===== config.mk =====
export PLATFORM = sky130hd
export DESIGN_NAME = utf8_text_console_cursor
export DESIGN_NICKNAME = d
export VERILOG_FILES = /design/src/utcc_pkg.sv /design/src/utf8_text_console_cursor.sv
export SDC_FILE = /design/constraint.sdc
export NUM_CORES = 1
export LEC_CHECK = 0
export BUFFER_PORTS_ARGS = -buffer_cell sky130_fd_sc_hd__buf_2
export CAP_MARGIN = 10
export CORE_UTILIZATION = 35
export DETAILED_ROUTE_END_ITERATION = 8
export GPL_ROUTABILITY_DRIVEN = 0
export MAX_ROUTING_LAYER = met4
export SLEW_MARGIN = 10
export SYNTH_ARGS = -nofsm -noshare
export SYNTH_HDL_FRONTEND = slang
export SYNTH_SLANG_ARGS = --single-unit

===== constraint.sdc =====
create_clock -name i_clk -period 12.85 [get_ports i_clk]
set_input_delay 2.57 -clock i_clk [delete_from_list [all_inputs] [get_ports i_clk]]
set_output_delay 2.57 -clock i_clk [all_outputs]
set_load 0.01 [all_outputs]

===== src/utcc_pkg.sv =====
// ----------------------------------------------------------------------------
// UTF-8 text console cursor package
// Shared types and constants: register indexes, byte-decode patterns,
// codepoint ranges and font codes.
// ----------------------------------------------------------------------------
package utcc_pkg;

    typedef logic [1:0] t_cfg_index;

    localparam t_cfg_index CFG_SCREEN_WIDTH  = 2'd0;
    localparam t_cfg_index CFG_SCREEN_HEIGHT = 2'd1;
    localparam t_cfg_index CFG_CHAR_SCALE    = 2'd2;

    localparam int unsigned CFG_DATA_W = 13;
    localparam int unsigned PX_W       = 12;
    localparam int unsigned CP_W       = 21;
    localparam int unsigned SCALE_W    = 4;

    localparam logic [CFG_DATA_W-1:0] SCREEN_WIDTH_RESET  = 13'd1024;
    localparam logic [CFG_DATA_W-1:0] SCREEN_HEIGHT_RESET = 13'd768;
    localparam logic [SCALE_W-1:0]    CHAR_SCALE_RESET    = 4'd1;
    localparam logic [CFG_DATA_W-1:0] SCREEN_MIN          = 13'd1;
    localparam logic [CFG_DATA_W-1:0] SCREEN_MAX          = 13'd4096;
    localparam logic [CFG_DATA_W-1:0] SCALE_MIN           = 13'd1;
    localparam logic [CFG_DATA_W-1:0] SCALE_MAX           = 13'd8;

    localparam logic [7:0] LEAD2_MASK = 8'hE0;
    localparam logic [7:0] LEAD2_CODE = 8'hC0;
    localparam logic [7:0] LEAD3_MASK = 8'hF0;
    localparam logic [7:0] LEAD3_CODE = 8'hE0;
    localparam logic [7:0] LEAD4_MASK = 8'hF8;
    localparam logic [7:0] LEAD4_CODE = 8'hF0;
    localparam logic [7:0] CONT_MASK  = 8'h3F;

    localparam logic [CP_W-1:0] CP_NEWLINE     = 21'h0000A;
    localparam logic [CP_W-1:0] CP_RETURN      = 21'h0000D;
    localparam logic [CP_W-1:0] CP_ASCII_FIRST = 21'h00020;
    localparam logic [CP_W-1:0] CP_ASCII_LAST  = 21'd126;
    localparam logic [CP_W-1:0] CP_BOX_FIRST   = 21'h02500;
    localparam logic [CP_W-1:0] CP_BOX_LAST    = 21'h0257F;
    localparam logic [CP_W-1:0] CP_BRL_FIRST   = 21'h02800;
    localparam logic [CP_W-1:0] CP_BRL_LAST    = 21'h028FF;

    typedef enum logic [1:0] {
        FONT_ASCII   = 2'd0,
        FONT_BOX     = 2'd1,
        FONT_BRAILLE = 2'd2
    } t_font;

endpackage


===== src/utf8_text_console_cursor.sv =====
// ----------------------------------------------------------------------------
// UTF-8 text console cursor
// Decodes a UTF-8 byte stream into glyph draw commands at the cursor cell
// and tracks the cursor with wrap and scroll requests.
// ----------------------------------------------------------------------------
//  Channel   Direction  Content
//  s_axis    in         tdata[7:0]: text byte
//  m_axis    out        one result per byte, 64-bit tdata
//  cfg       in         register index and 13-bit write data
//
//  Each byte passes an input register, then the decode and cursor update
//  into the result register. One byte per cycle is sustained while the result
//  is not stalled; the cursor add and compare in the update stage sets that.
//  Reset is synchronous and active low and restores the register defaults.
//  A stalled result holds both stages; the input side keeps accepting while
//  the input register is empty or moving on.
module utf8_text_console_cursor
    import utcc_pkg::*;
#(
    parameter int unsigned GLYPH_WIDTH  = 8,
    parameter int unsigned GLYPH_HEIGHT = 8
) (
    input  logic                  i_clk,
    input  logic                  i_rst_n,
    input  logic                  i_s_axis_tvalid,
    output logic                  o_s_axis_tready,
    input  logic [7:0]            i_s_axis_tdata,   // [7:0] text_byte
    output logic                  o_m_axis_tvalid,
    input  logic                  i_m_axis_tready,
    // [0] draw_valid, [2:1] font_select, [10:3] glyph_index, [22:11] cell_x,
    // [34:23] cell_y, [35] scroll_up, [47:36] cursor_x, [59:48] cursor_y,
    // [63:60] zero
    output logic [63:0]           o_m_axis_tdata,
    input  logic                  i_cfg_valid,
    output logic                  o_cfg_ready,
    input  t_cfg_index            i_cfg_index,
    input  logic [CFG_DATA_W-1:0] i_cfg_data
);

    localparam int unsigned CELL_W_BITS = $clog2(GLYPH_WIDTH * 8 + 1);
    localparam int unsigned CELL_H_BITS = $clog2(GLYPH_HEIGHT * 8 + 1);

    logic [CFG_DATA_W-1:0] r_width, n_width;
    logic [CFG_DATA_W-1:0] r_height, n_height;
    logic [SCALE_W-1:0]    r_scale, n_scale;

    logic                  r_in_valid, n_in_valid;
    logic [7:0]            r_in_byte, n_in_byte;

    logic [1:0]            r_pending, n_pending;
    logic [CP_W-1:0]       r_partial, n_partial;
    logic [PX_W-1:0]       r_col, n_col;
    logic [PX_W-1:0]       r_row, n_row;

    logic                  r_out_valid, n_out_valid;
    logic [63:0]           r_out_data, n_out_data;

    logic                  out_free;
    logic                  step;
    logic [CELL_W_BITS-1:0] cell_w;
    logic [CELL_H_BITS-1:0] cell_h;
    logic                  cp_done;
    logic [CP_W-1:0]       cp;
    logic                  draw;
    t_font                 font;
    logic [7:0]            glyph;
    logic [PX_W:0]         row_step;
    logic                  row_over;
    logic [PX_W-1:0]       row_floor;
    logic [PX_W-1:0]       nl_row;
    logic [PX_W:0]         col_adv;
    logic                  wrap;
    logic                  scroll;
    logic [PX_W-1:0]       cx0, cy0;

    assign out_free        = !r_out_valid || i_m_axis_tready;
    assign step            = r_in_valid && out_free;
    assign o_s_axis_tready = !r_in_valid || out_free;
    assign o_m_axis_tvalid = r_out_valid;
    assign o_m_axis_tdata  = r_out_data;
    assign o_cfg_ready     = 1'b1;

    assign cell_w = CELL_W_BITS'(32'(r_scale) * GLYPH_WIDTH);
    assign cell_h = CELL_H_BITS'(32'(r_scale) * GLYPH_HEIGHT);

    always_comb begin
        n_width  = r_width;
        n_height = r_height;
        n_scale  = r_scale;
        if (i_cfg_valid) begin
            unique case (i_cfg_index)
                CFG_SCREEN_WIDTH: begin
                    if (i_cfg_data >= SCREEN_MIN && i_cfg_data <= SCREEN_MAX) begin
                        n_width = i_cfg_data;
                    end
                end
                CFG_SCREEN_HEIGHT: begin
                    if (i_cfg_data >= SCREEN_MIN && i_cfg_data <= SCREEN_MAX) begin
                        n_height = i_cfg_data;
                    end
                end
                CFG_CHAR_SCALE: begin
                    if (i_cfg_data >= SCALE_MIN && i_cfg_data <= SCALE_MAX) begin
                        n_scale = i_cfg_data[SCALE_W-1:0];
                    end
                end
                default: begin
                end
            endcase
        end
    end

    always_comb begin
        n_pending = r_pending;
        n_partial = r_partial;
        cp_done   = 1'b0;
        cp        = '0;
        if (r_pending != 2'd0) begin
            n_partial = {r_partial[CP_W-7:0], r_in_byte[5:0] & CONT_MASK[5:0]};
            n_pending = r_pending - 2'd1;
            if (r_pending == 2'd1) begin
                cp_done = 1'b1;
                cp      = n_partial;
            end
        end else if (!r_in_byte[7]) begin
            cp_done = 1'b1;
            cp      = CP_W'(r_in_byte);
        end else if ((r_in_byte & LEAD2_MASK) == LEAD2_CODE) begin
            n_partial = CP_W'(r_in_byte[4:0]);
            n_pending = 2'd1;
        end else if ((r_in_byte & LEAD3_MASK) == LEAD3_CODE) begin
            n_partial = CP_W'(r_in_byte[3:0]);
            n_pending = 2'd2;
        end else if ((r_in_byte & LEAD4_MASK) == LEAD4_CODE) begin
            n_partial = CP_W'(r_in_byte[2:0]);
            n_pending = 2'd3;
        end
    end

    always_comb begin
        draw  = 1'b0;
        font  = FONT_ASCII;
        glyph = '0;
        if (cp_done) begin
            if (cp >= CP_BOX_FIRST && cp <= CP_BOX_LAST) begin
                draw  = 1'b1;
                font  = FONT_BOX;
                glyph = 8'(cp - CP_BOX_FIRST);
            end else if (cp >= CP_BRL_FIRST && cp <= CP_BRL_LAST) begin
                draw  = 1'b1;
                font  = FONT_BRAILLE;
                glyph = 8'(cp - CP_BRL_FIRST);
            end else if (cp >= CP_ASCII_FIRST && cp <= CP_ASCII_LAST) begin
                draw  = 1'b1;
                font  = FONT_ASCII;
                glyph = cp[7:0];
            end
        end
    end

    always_comb begin
        row_step  = {1'b0, r_row} + (PX_W + 1)'(cell_h);
        row_over  = ({1'b0, row_step} + (PX_W + 2)'(cell_h)) > {1'b0, r_height};
        row_floor = (r_height >= CFG_DATA_W'(cell_h))
                  ? PX_W'(r_height - CFG_DATA_W'(cell_h)) : '0;
        nl_row    = row_over ? row_floor : row_step[PX_W-1:0];
        col_adv   = {1'b0, r_col} + (PX_W + 1)'(cell_w);
        wrap      = ({1'b0, col_adv} + (PX_W + 2)'(cell_w)) > {1'b0, r_width};
    end

    always_comb begin
        n_col  = r_col;
        n_row  = r_row;
        scroll = 1'b0;
        cx0    = '0;
        cy0    = '0;
        if (cp_done && cp == CP_NEWLINE) begin
            n_col  = '0;
            n_row  = nl_row;
            scroll = row_over;
        end else if (cp_done && cp == CP_RETURN) begin
            n_col = '0;
        end else if (draw) begin
            cx0 = r_col;
            cy0 = r_row;
            if (wrap) begin
                n_col  = '0;
                n_row  = nl_row;
                scroll = row_over;
            end else begin
                n_col = col_adv[PX_W-1:0];
            end
        end
    end

    always_comb begin
        n_in_valid  = r_in_valid;
        n_in_byte   = r_in_byte;
        n_out_valid = r_out_valid;
        n_out_data  = r_out_data;
        if (o_s_axis_tready) begin
            n_in_valid = i_s_axis_tvalid;
            n_in_byte  = i_s_axis_tdata;
        end
        if (out_free) begin
            n_out_valid = r_in_valid;
        end
        if (step) begin
            n_out_data = {4'd0, n_row, n_col, scroll, cy0, cx0, glyph, font, draw};
        end
    end

    always_ff @(posedge i_clk) begin
        if (!i_rst_n) begin
            r_width     <= SCREEN_WIDTH_RESET;
            r_height    <= SCREEN_HEIGHT_RESET;
            r_scale     <= CHAR_SCALE_RESET;
            r_in_valid  <= 1'b0;
            r_pending   <= '0;
            r_partial   <= '0;
            r_col       <= '0;
            r_row       <= '0;
            r_out_valid <= 1'b0;
        end else begin
            r_width     <= n_width;
            r_height    <= n_height;
            r_scale     <= n_scale;
            r_in_valid  <= n_in_valid;
            r_out_valid <= n_out_valid;
            if (step) begin
                r_pending <= n_pending;
                r_partial <= n_partial;
                r_col     <= n_col;
                r_row     <= n_row;
            end
        end
    end

    always_ff @(posedge i_clk) begin
        r_in_byte  <= n_in_byte;
        r_out_data <= n_out_data;
    end

endmodule


## Word-level counts from Yosys, hierarchy flattened

Index checks and enable logic that the tools add are counted.

| cells by class | value |
|---|---|
| $add $sub $neg | 8 |
| $lt $le $gt $ge | 12 |
| equal/unequal tests | 8 |
| mux-type cells | 39 |
| bitwise logic cells | 2 |
| reductions and logical operators | 22 |

Operators by type and width:

| cell | count |
|---|---|
| 2-to-1 mux 12 bit | 10 |
| 2-to-1 mux 15 bit | 5 |
| == test 21 x 4 -> 1 bit (second input constant) | 2 |
| >= comparator 21 x 14 -> 1 bit (second input constant) | 2 |
| <= comparator 21 x 14 -> 1 bit (second input constant) | 2 |
| 2-to-1 mux 21 bit | 2 |
| adder 13 x 7 -> 14 bit | 2 |
| greater-than comparator 14 x 13 -> 1 bit | 2 |
| adder 12 x 7 -> 13 bit | 2 |
| 2-to-1 mux 8 bit | 3 |
| >= comparator 21 x 6 -> 1 bit (second input constant) | 1 |
| <= comparator 21 x 7 -> 1 bit (second input constant) | 1 |
| subtractor 8 x 1 -> 8 bit (second input constant) | 2 |
| >= comparator 13 x 1 -> 1 bit (second input constant) | 1 |
| >= comparator 13 x 7 -> 1 bit | 1 |
| <= comparator 13 bit (second input constant) | 1 |
| <= comparator 13 x 4 -> 1 bit (second input constant) | 1 |
| 2-to-1 mux 1 bit | 12 |
| 2-to-1 mux 2 bit | 6 |
| AND reduction 3 bit | 4 |
| subtractor 12 x 7 -> 12 bit | 1 |
| logical AND 1 bit | 8 |
| 2-to-1 mux 7 bit | 1 |
| == test 5 bit (second input constant) | 1 |
| other kinds (13) | 18 |

| word-level totals | value |
|---|---|
| register bits | 141 |

## Longest topological paths before layout

Gate-level depths: netlist of the first run.

| logic depth | value |
|---|---|
| depth after elaboration | 12 |
| mapped depth | 20 |
| depth with buffers taken out | 19 |

## Worst setup path after synthesis of the first run

No wires, ideal clock.

| path | value |
|---|---|
| kind | in2out |
| from | in i_m_axis_tready |
| to | out o_s_axis_tready |
| data arrival time | 2993 ps |
| data required time | 10280 ps |
| slack | 7287 ps |
| stages | 2 |
| path buffers | 0 |
| cell sequence | nor2b_1 nand2_1 |

| on the way | value |
|---|---|
| cells in the longest elaborated chain, start to end | 2 |

RTL lines:

| what | line | text |
|---|---|---|
| from (decl) | utf8_text_console_cursor.sv:29 | `input logic i_m_axis_tready,` |
| logical OR 1 bit | utf8_text_console_cursor.sv:76 | `assign out_free = !r_out_valid \|\| i_m_axis_tready;` |
| logical OR 1 bit | utf8_text_console_cursor.sv:78 | `assign o_s_axis_tready = !r_in_valid \|\| out_free;` |
| to (decl) | utf8_text_console_cursor.sv:26 | `output logic o_s_axis_tready,` |

Every way passes these cells.

## Worst setup path after layout of the first run

Ends and elaborated chain as after synthesis.

==> run metrics, run 1 <==
antenna violations before repair 0; final worst-path cycle share 46.2%; CTS tree built; Leak 3.70 nW; Worst slew margin 27.9%; Finish-stage setup viols 0; Syn Area/Cell 9.89 sq um; Boundary Pins 95; IO Port Bufs 89; Yosys reg bits 141; Yosys warning total 0; drt drc 0; GRT Total Usage between 10% and 20%; Post-Syn Instances approximately 770; number of flops mapped to enable cells by yosys 68; Total Wirelength 17400 um; Worst Hold Launch r_partial[9]; global-route wire length before repair 27900 um; worst setup margin just under 7 ns; unrepaired setup endpoints after global routing false; crit path DAT 3.36 ns; CORE AREA 21200 sq um; vias per std cell 5.00; DR vias ~5700; critical path startpoint category input port; sequential-to-total area share from yosys stat a little under half; critical path class in -> out; CP Max Fanout 9; min Tclk post-route 5.93 ns; power density cells around 120 nW/um^2; area grow syn2layout 16.6%; Initial Util between 30% and 40%; Max IR drop VDD 0.0879 mV; top_reg_cell synth dfxtp_1; vias in the first global route roughly 5500; outcome completed; final layout net count between 900 and 1000; cts hold-fix bufs 0; H-tree depth 4; Area after DPL between 8000 and 9000 sq um; Setup Skew just under 0.01 ns; Final Cell Area 8840 sq um; Placement Setup Slack 6.92 ns; crit end category output port; fin util roughly two fifths; post-cts gate resize count 0; r2r startpoint r_scale[1]; ys async rst share 0%; CTS buffer count 17; Cell Area, Synth around 7600 sq um; Remaining Overflow, GRT 0; clk sinks 141; setup bufs post-CTS 0; max-slew violation count 0; post-route ant nets 0; drt wl/cell 15.4 um; worst path required time just over 10 ns; Pre-Repair DR Iteration Count 5; layout cells sized above 1 16.6%; Max-Cap Viols 0; root buffer cell clkbuf_16; largest net degree at the start of global routing 62; clk_lat worst skew approximately 0.42 ns; Die Wd 149 um; placement row count 53; distinct cell type count after synthesis 63; hpwl dp 12700 um; CP startpoint i_m_axis_tready; Die ar. ~22000 sq um; diode count 0; FMAX approximately 170 MHz; DRT iter0 DRCs 313; Clk pin slew, worst setup/hold paths 0.06 ns; worst-margin pin slew 1.08 ns; final setup TNS 0 ns; Longest Clk Path Bufs 2; Die H 149 um; total power 0.00106 W; Hold Vio Cnt, Final 0; Layout fillers around 2100; Hold Crit Class reg -> reg
worst max-delay path, stage by stage:
cell	delay [ns]
buf_2	0.09
nor2b_1	0.19
nand2_1	0.28
buf_2	0.24
final cells by class:
type                       instances  area [sq um]  share of cell area [%]
clock buffer                      27           546                    6.17
clock inverter                     5          51.3                   0.580
inverter                          56           210                    2.38
multi-input combinational        535          3700                    41.9
sequential                       141          3500                    39.6
tap                              275           344                    3.89
timing repair buffer              94           483                    5.47
placed cells by master (no fill, tap or decap), types with 3 or more instances in the layout:
cell type / instances
xor2_1: 13
nand3_1: 22
and3_1: 5
nand2b_1: 5
clkbuf_1: 4
a21o_1: 21
xnor2_1: 23
fa_1: 5
ha_1: 46
a21oi_1: 56
nand3b_1: 4
clkbuf_16: 19
o211ai_1: 4
mux2_2: 6
buf_2: 89
o31a_1: 4
dfxtp_1: 73
inv_1: 54
clkbuf_8: 4
a211oi_1: 3
clkinv_2: 3
nor3_1: 11
mux2i_1: 36
o21ai_0: 15
nor4_1: 7
edfxtp_1: 68
a32oi_1: 4
o21bai_1: 4
nand2_1: 40
a31oi_1: 3
a22o_1: 4
nor2b_1: 13
and2_1: 34
nand4_1: 11
nor2_1: 87
conb_1: 5
buf_4: 5
a22oi_1: 9
o21a_1: 4
sequential cells by signal (all words and copies together), names as in the netlist:
| name | count |
|---|---|
| o_m_axis_tdata | 60 |
| o_m_axis_tvalid | 1 |
| r_col | 12 |
| r_height | 13 |
| r_in_byte | 8 |
| r_in_valid | 1 |
| r_partial | 15 |
| r_pending | 2 |
| r_row | 12 |
| r_scale | 4 |
| r_width | 13 |
worst paths after layout:
| check | endpoint | slack [ns] | cells past startpoint |
|---|---|---|---|
| setup / recovery | o_s_axis_tready | 6.92 | 4 |
| hold / removal | r_partial[9] | 0.46 | 2 |
| setup reg to reg | o_m_axis_tdata[55] | 7.71 | 17 |
| hold reg to reg | r_partial[9] | 0.46 | 2 |
layer usage:
layer	part of all wire [%]	routed length [um]	global-route usage, %
met1	47	8110	21.7
met2	48	8300	26.3
met3	4.1	711	3.15
met4	1.7	295	6.17
met5	0	0	-
synth_stat cells (5+ instances only):
| cell | n | area [sq um] |
|---|---|---|
| a21o_1 | 21 | 158 |
| a21oi_1 | 56 | 280 |
| a22oi_1 | 9 | 67.6 |
| and2_1 | 34 | 213 |
| and3_1 | 5 | 31.3 |
| buf_2 | 6 | 30.0 |
| buf_4 | 6 | 45.0 |
| clkbuf_1 | 22 | 82.6 |
| dfxtp_1 | 73 | 1460 |
| edfxtp_1 | 68 | 2040 |
| fa_1 | 5 | 100 |
| ha_1 | 46 | 576 |
| inv_1 | 54 | 203 |
| mux2_2 | 6 | 67.6 |
| mux2i_1 | 36 | 360 |
| nand2_1 | 40 | 150 |
| nand2b_1 | 5 | 31.3 |
| nand3_1 | 22 | 110 |
| nand4_1 | 11 | 68.8 |
| nor2_1 | 87 | 327 |
| nor2b_1 | 13 | 81.3 |
| nor3_1 | 11 | 55.1 |
| nor4_1 | 7 | 43.8 |
| o21ai_0 | 15 | 75.1 |
| xnor2_1 | 23 | 201 |
| xor2_1 | 13 | 114 |
power by group:
| group | internal [W] | switching [W] | total, W |
|---|---|---|---|
| clock | 0.000309 | 0.000180 | 0.000489 |
| combinational | 0.0000287 | 0.0000537 | 0.0000824 |
| sequential | 0.000484 | 0.00000773 | 0.000492 |
| total | 0.000823 | 0.000241 | 0.00106 |
cell families (layout without fill, tap and decap cells):
| group | Yosys count | count (layout) | share of synthesized area, % |
|---|---|---|---|
| muxes | 42 | 42 | 5.65 |
| adders and majority gates | 51 | 51 | 8.92 |
| other | 2 | 5 | 0.0991 |
| xor gates and xnor gates | 36 | 36 | 4.16 |
| buffers and inverters | 93 | 182 | 5.30 |
| and+or+nand+nor | 258 | 258 | 17.4 |
| DFF | 141 | 141 | 46.2 |
| AOI/OAI and AO/OA | 143 | 143 | 12.2 |
through the flow:
step | cells | hold WS [ns]
3_3_place_gp | 1101 | 0.442
4_1_cts | 1133 | 0.461
3_5_place_dp | 1101 | 0.449
5_1_grt | 1133 | 0.477
2_1_floorplan | 769 | 0.432
6_report | 1133 | 0.457
Note: power is estimated with default switching activity, not from simulation.
==> run 2, diff against run 1 <==
==> constraint.sdc (replaced) <==
create_clock -name i_clk -period 5.7 [get_ports i_clk]
set_input_delay 1.14 -clock i_clk [delete_from_list [all_inputs] [get_ports i_clk]]
set_output_delay 1.14 -clock i_clk [all_outputs]
set_load 0.01 [all_outputs]
==> run 2 against run 1 <==
Effect of this change: flip-flop and latch count unchanged; sequential share of layout area decreased by 0.42 points; global-route usage increased by 0.77 points; clock skew increased by 0.0020 ns; count of clock-buffer cells in the layout decreased by 8; critical path depth increased by 14; design area increased by 1.1%; critical endpoint is now o_m_axis_tdata[55].
==> run metrics, run 2 (synthesis results as in run 1) <==
outcome completed; layout cells sized above 1 approximately 17%; final worst-path cycle share roughly 88%; root buffer cell clkbuf_16; final setup TNS 0 ns; CP startpoint r_scale[0]; Max IR drop VDD 0.192 mV; most frequent cells in the layout buf_2 (89), nor2_1 (87), dfxtp_1 (73); FMAX 200 MHz; Hold Vio Cnt, Final 0; CTS tree built; critical path startpoint category flop; Max-Cap Viols 0; CP Max Fanout 25; worst path required time roughly 6 ns; area grow syn2layout 17.9%; Pint 0.00194 W; Sw Ratio 23.2%; global-route wire length before repair between 20000 and 30000 um; crit end category flop; Hold Crit Class reg -> reg; Clk pin slew, worst setup/hold paths 0.06 ns; DRT iter0 DRCs 392; uppermost layer routed met4; worst-margin pin slew 1.15 ns; antenna violations before repair 0; Worst R2R Setup Slack 0.71 ns; Die ar. between 20000 and 25000 sq um; DR vias between 5000 and 6000; largest net degree at the start of global routing 56; Setup Skew around 0.012 ns; crit path DAT 5.16 ns; placement row count 53; min Tclk post-route 4.99 ns; CORE AREA ~21000 sq um; post-cts gate resize count 0; IO Port Bufs 89; r2r startpoint r_scale[0]; cts hold-fix bufs 0; final layout net count 930; Leak 3.73 nW; CP dominant cell by count ha_1; metal2 WL 8320 um; total power 0.00252 W; Logic pwr share 7.5%; post-route ant nets 0; CP Capture Point o_m_axis_tdata[55]; routed length on met1 8720 um; Boundary Pins 95; Total Wirelength around 18000 um; setup bufs post-CTS 0; critical path class reg -> reg; Clk pwr share 48.5%; drt drc 0; Die Wd ~150 um; diode count 0; Pre-Repair DR Iteration Count 4; GRT Total Usage 17.6%; Die H 149 um; vias in the first global route between 5000 and 6000; H-tree depth 4; Initial Util 35.8%; metal3 WL 623 um; r2r worst-path depth 18; power density cells 283 nW/um^2; Reg2Reg Capture Point o_m_axis_tdata[55]; Flop pwr share 44.0%; max-slew violation count 0; Finish-stage setup viols 0; clk sinks 141; unrepaired setup endpoints after global routing false; max reg flops 60; vias per std cell 5.01; Longest Clk Path Bufs 2; drt wl/cell around 16 um; CTS buffer count 17; hpwl dp 13000 um; most common cell after layout, fill and taps aside buf_2; sw power 0.000585 W; CP Cell Sequence ha_1 -> inv_1 -> fa_1 -> xnor2_1 -> ha_1 -> nor2b_1 -> o21ai_0 -> nand2b_1 -> nand2_1 -> nor4bb_1 -> xor2_1 -> ha_1 -> a21o_1 -> a21oi_1 -> o211ai_1 -> o21ai_0 -> o21ai_4 -> mux2_2; Remaining Overflow, GRT 0; clk_lat worst skew 0.42 ns; Crit-path slowest cell o21ai_0; max incr delay on CP about 0.61 ns; Worst slew margin 23.2%
-- run 2: worst min path at each step --
stage,slack (ns),from,depth (start not counted),endpoint
after CTS,0.47,r_partial[13],2,r_partial[13]
after floorplan,0.43,r_partial[10],2,r_partial[10]
after detailed placement,0.45,r_partial[9],2,r_partial[9]
final,0.46,r_partial[10],2,r_partial[10]
after global placement,0.44,r_partial[9],2,r_partial[9]
after global routing,0.49,r_partial[13],2,r_partial[13]
-- run 2: metal layers --
layer,up-vias,GRT usage [%]
met3,24,3.12
met1,2698,22.9
met4,0,6.17
li1,2861,-
met2,125,27.6
met5,-,-
-- run 2: final cells by class --
class	count	area, sq um
clock inverter	13	214
multi-input combinational	535	3700
fill	2074	12200
clock buffer	19	433
timing repair buffer	100	528
inverter	56	210
tap	275	344
sequential	141	3500
-- run 2: power by group through the flow --
stage          combinational, W  sequential [W]  clock [W]
2_1_floorplan          0.000117         0.00114          0
3_3_place_gp           0.000191         0.00113          0
3_5_place_dp           0.000192         0.00113          0
4_1_cts                0.000192         0.00111    0.00124
5_1_grt                0.000213         0.00111    0.00128
6_report               0.000190         0.00111    0.00122
-- run 2: metrics by stage --
step | instances | hold slack (ns) | worst slack [ns] | area, sq um | util, %
finish | 1139 | 0.462 | 0.709 | 8930 | 42.2
global route | 1139 | 0.490 | 0.277 | 8930 | 42.2
CTS | 1139 | 0.466 | 0.723 | 8930 | 42.2
detailed placement | 1107 | 0.445 | 0.744 | 8290 | 39.2
global placement | 1107 | 0.439 | 0.850 | 8290 | 39.2
floorplan | 769 | 0.432 | 1.40 | 7590 | -
-- run 2: worst max-delay path, delay by kind of cell (launching register included) --
kind	cells	cell delay, ns
compound gates	6	1.51
xor+xnor	2	0.38
fa+ha+maj	4	1.23
buf+inv	1	0.06
flops	1	0.51
mux	1	0.36
simple gates	4	0.68
==> run 3, diff against run 2 <==
--- a/config.mk
+++ b/config.mk
@@ -11,6 +11,7 @@
 export DETAILED_ROUTE_END_ITERATION = 8
 export GPL_ROUTABILITY_DRIVEN = 0
 export MAX_ROUTING_LAYER = met4
+export SETUP_SLACK_MARGIN = 0.1
 export SLEW_MARGIN = 10
 export SYNTH_ARGS = -nofsm -noshare
 export SYNTH_HDL_FRONTEND = slang
==> constraint.sdc (replaced) <==
create_clock -name i_clk -period 6.3 [get_ports i_clk]
set_input_delay 1.26 -clock i_clk [delete_from_list [all_inputs] [get_ports i_clk]]
set_output_delay 1.26 -clock i_clk [all_outputs]
set_load 0.01 [all_outputs]
==> run 3 against run 2 <==
Effect of this change: sequential power shrank 9.9%; critical path depth shrank 1; non-clock buffer count shrank 5; via count is essentially flat; highest routed layer unchanged; worst hold slack lost 0.0049 ns; register-to-register slack gained 0.52 ns; sequential share of layout area grew 0.39 points; critical endpoint unchanged.
==> run metrics, run 3 (synthesis results as in run 1) <==
Pre-Repair DR Iteration Count 4; Setup Skew 0.00734 ns; largest net degree at the start of global routing 55; min Tclk post-route approximately 5.1 ns; Max-Cap Viols 0; Die Wd 149 um; DR vias 5706; worst-margin pin slew 1.11 ns; placement row count 53; max reg flops 60; Clk pin slew, worst setup/hold paths 0.06 ns; diode count 0; CTS tree built; vias per std cell 5.03; CTS buffer count 17; total power around 0.0022 W; Multi-input gate area 3700 sq um; CP Buf/Inv Count 1; outcome completed; crit path DAT 5.24 ns; post-route ant nets 0; area grow syn2layout 16.7%; critical path startpoint category flop; Total Wirelength 17900 um; antenna violations before repair 0; Hold Vio Cnt, Final 0; most common cell after layout, fill and taps aside buf_2; Layout fillers 2047; Longest Clk Path Bufs 2; IO Port Bufs roughly 90; Register Area 3500 sq um; FMAX 197 MHz; clk_lat worst skew 0.42 ns; Crit-path slowest cell o21ai_0; Finish-stage setup viols 0; worst path required time ~6.5 ns; worst setup margin ~1.2 ns; Die ar. 22200 sq um; Placement Setup Slack around 1.3 ns; Boundary Pins 95; cts hold-fix bufs 0; power density cells 248 nW/um^2; GRT Total Usage 17.2%; CORE AREA 21200 sq um; vias in the first global route 5502; Max IR drop VDD around 0.17 mV; final layout net count 925; H-tree depth 4; Hold Crit Class reg -> reg; CP top delay family compound AO/OA/AOI/OAI gates; Die H about 150 um; root buffer cell clkbuf_16; unrepaired setup endpoints after global routing false; most frequent cells in the layout buf_2 (89), nor2_1 (87), dfxtp_1 (73); crit end category flop; drt wl/cell 15.7 um; setup bufs post-CTS 0; drt drc 0; DRT iter0 DRCs 294; Area after DPL a little over 8000 sq um; WHS 0.457 ns; final worst-path cycle share 80.5%; Worst slew margin roughly 26%; layout cells sized above 1 17.1%; hpwl dp 12900 um; CP Cell Sequence inv_1 -> fa_1 -> xnor2_1 -> ha_1 -> nor2b_1 -> o21ai_0 -> nand2b_1 -> nand2_1 -> nor4bb_1 -> xor2_1 -> ha_1 -> a21o_1 -> a21oi_1 -> o211ai_1 -> o21ai_0 -> o21ai_4 -> mux2_2; clk sinks ~140; Leak about 3.7 nW; Final Cell Area 8840 sq um; Worst R2R Setup Slack around 1.2 ns; final setup TNS 0 ns; Initial Util 35.8%; critical path class reg -> reg; global-route wire length before repair about 29000 um; max-slew violation count 0; Remaining Overflow, GRT 0; CP Max Fanout 25; max incr delay on CP ~0.63 ns; post-cts gate resize count 0
## run 3: cell types whose count changed in the layout (fill, tap and decap cells not counted)
| cell | before | now |
|---|---|---|
| bufinv_16 | 5 | 3 |
| buf_4 | 11 | 6 |
| clkinv_2 | 0 | 5 |
| clkbuf_1 | 2 | 0 |
| clkinv_4 | 1 | 0 |
## run 3: worst paths after layout
kind                              startpoint            endpoint  depth (start not counted)
worst max register to register    r_scale[1]  o_m_axis_tdata[55]                         17
worst min-delay path            r_partial[9]        r_partial[9]                          2
worst max-delay path              r_scale[1]  o_m_axis_tdata[55]                         17
worst min register to register  r_partial[9]        r_partial[9]                          2
## run 3: worst register-to-register path, cell delays in order, from the launching register on
cell	delay (ns)
dfxtp_1	0.50
inv_1	0.25
fa_1	0.47
xnor2_1	0.19
ha_1	0.34
nor2b_1	0.13
o21ai_0	0.08
nand2b_1	0.11
nand2_1	0.09
nor4bb_1	0.35
xor2_1	0.20
ha_1	0.26
a21o_1	0.16
a21oi_1	0.22
o211ai_1	0.15
o21ai_0	0.63
o21ai_4	0.33
mux2_2	0.36
## run 3: where the power goes
group	leakage [nW]	internal, W	switching [W]
sequential	1.25	0.000988	0.0000162
clock	0.281	0.000620	0.000397
combinational	2.16	0.0000588	0.000110
total	3.69	0.00167	0.000524
## run 3: per-stage QoR
| stage | utilization [%] | cells |
|---|---|---|
| 2_1_floorplan | - | 769 |
| 3_3_place_gp | 39.0 | 1102 |
| 3_5_place_dp | 39.0 | 1102 |
| 4_1_cts | 41.8 | 1134 |
| 5_1_grt | 41.8 | 1134 |
| 6_report | 41.8 | 1134 |
## run 3: per-layer routing
metal / GRT usage, % / wire length (um) / vias to the layer above
met3: 3.15 / 546 / 19
li1: - / - / 2843
met5: - / 0 / -
met4: 4.90 / 252 / 0
met1: 22.4 / 8690 / 2728
met2: 27.1 / 8370 / 116
## run 3: area by class of cell
class | instances | area share (%)
Inverter | 56 | 2.38
Clock buffer | 17 | 4.81
Clock inverter | 15 | 1.92
Sequential cell | 141 | 39.6
Tap cell | 275 | 3.89
Multi-Input combinational cell | 535 | 41.8
Timing Repair Buffer | 95 | 5.55
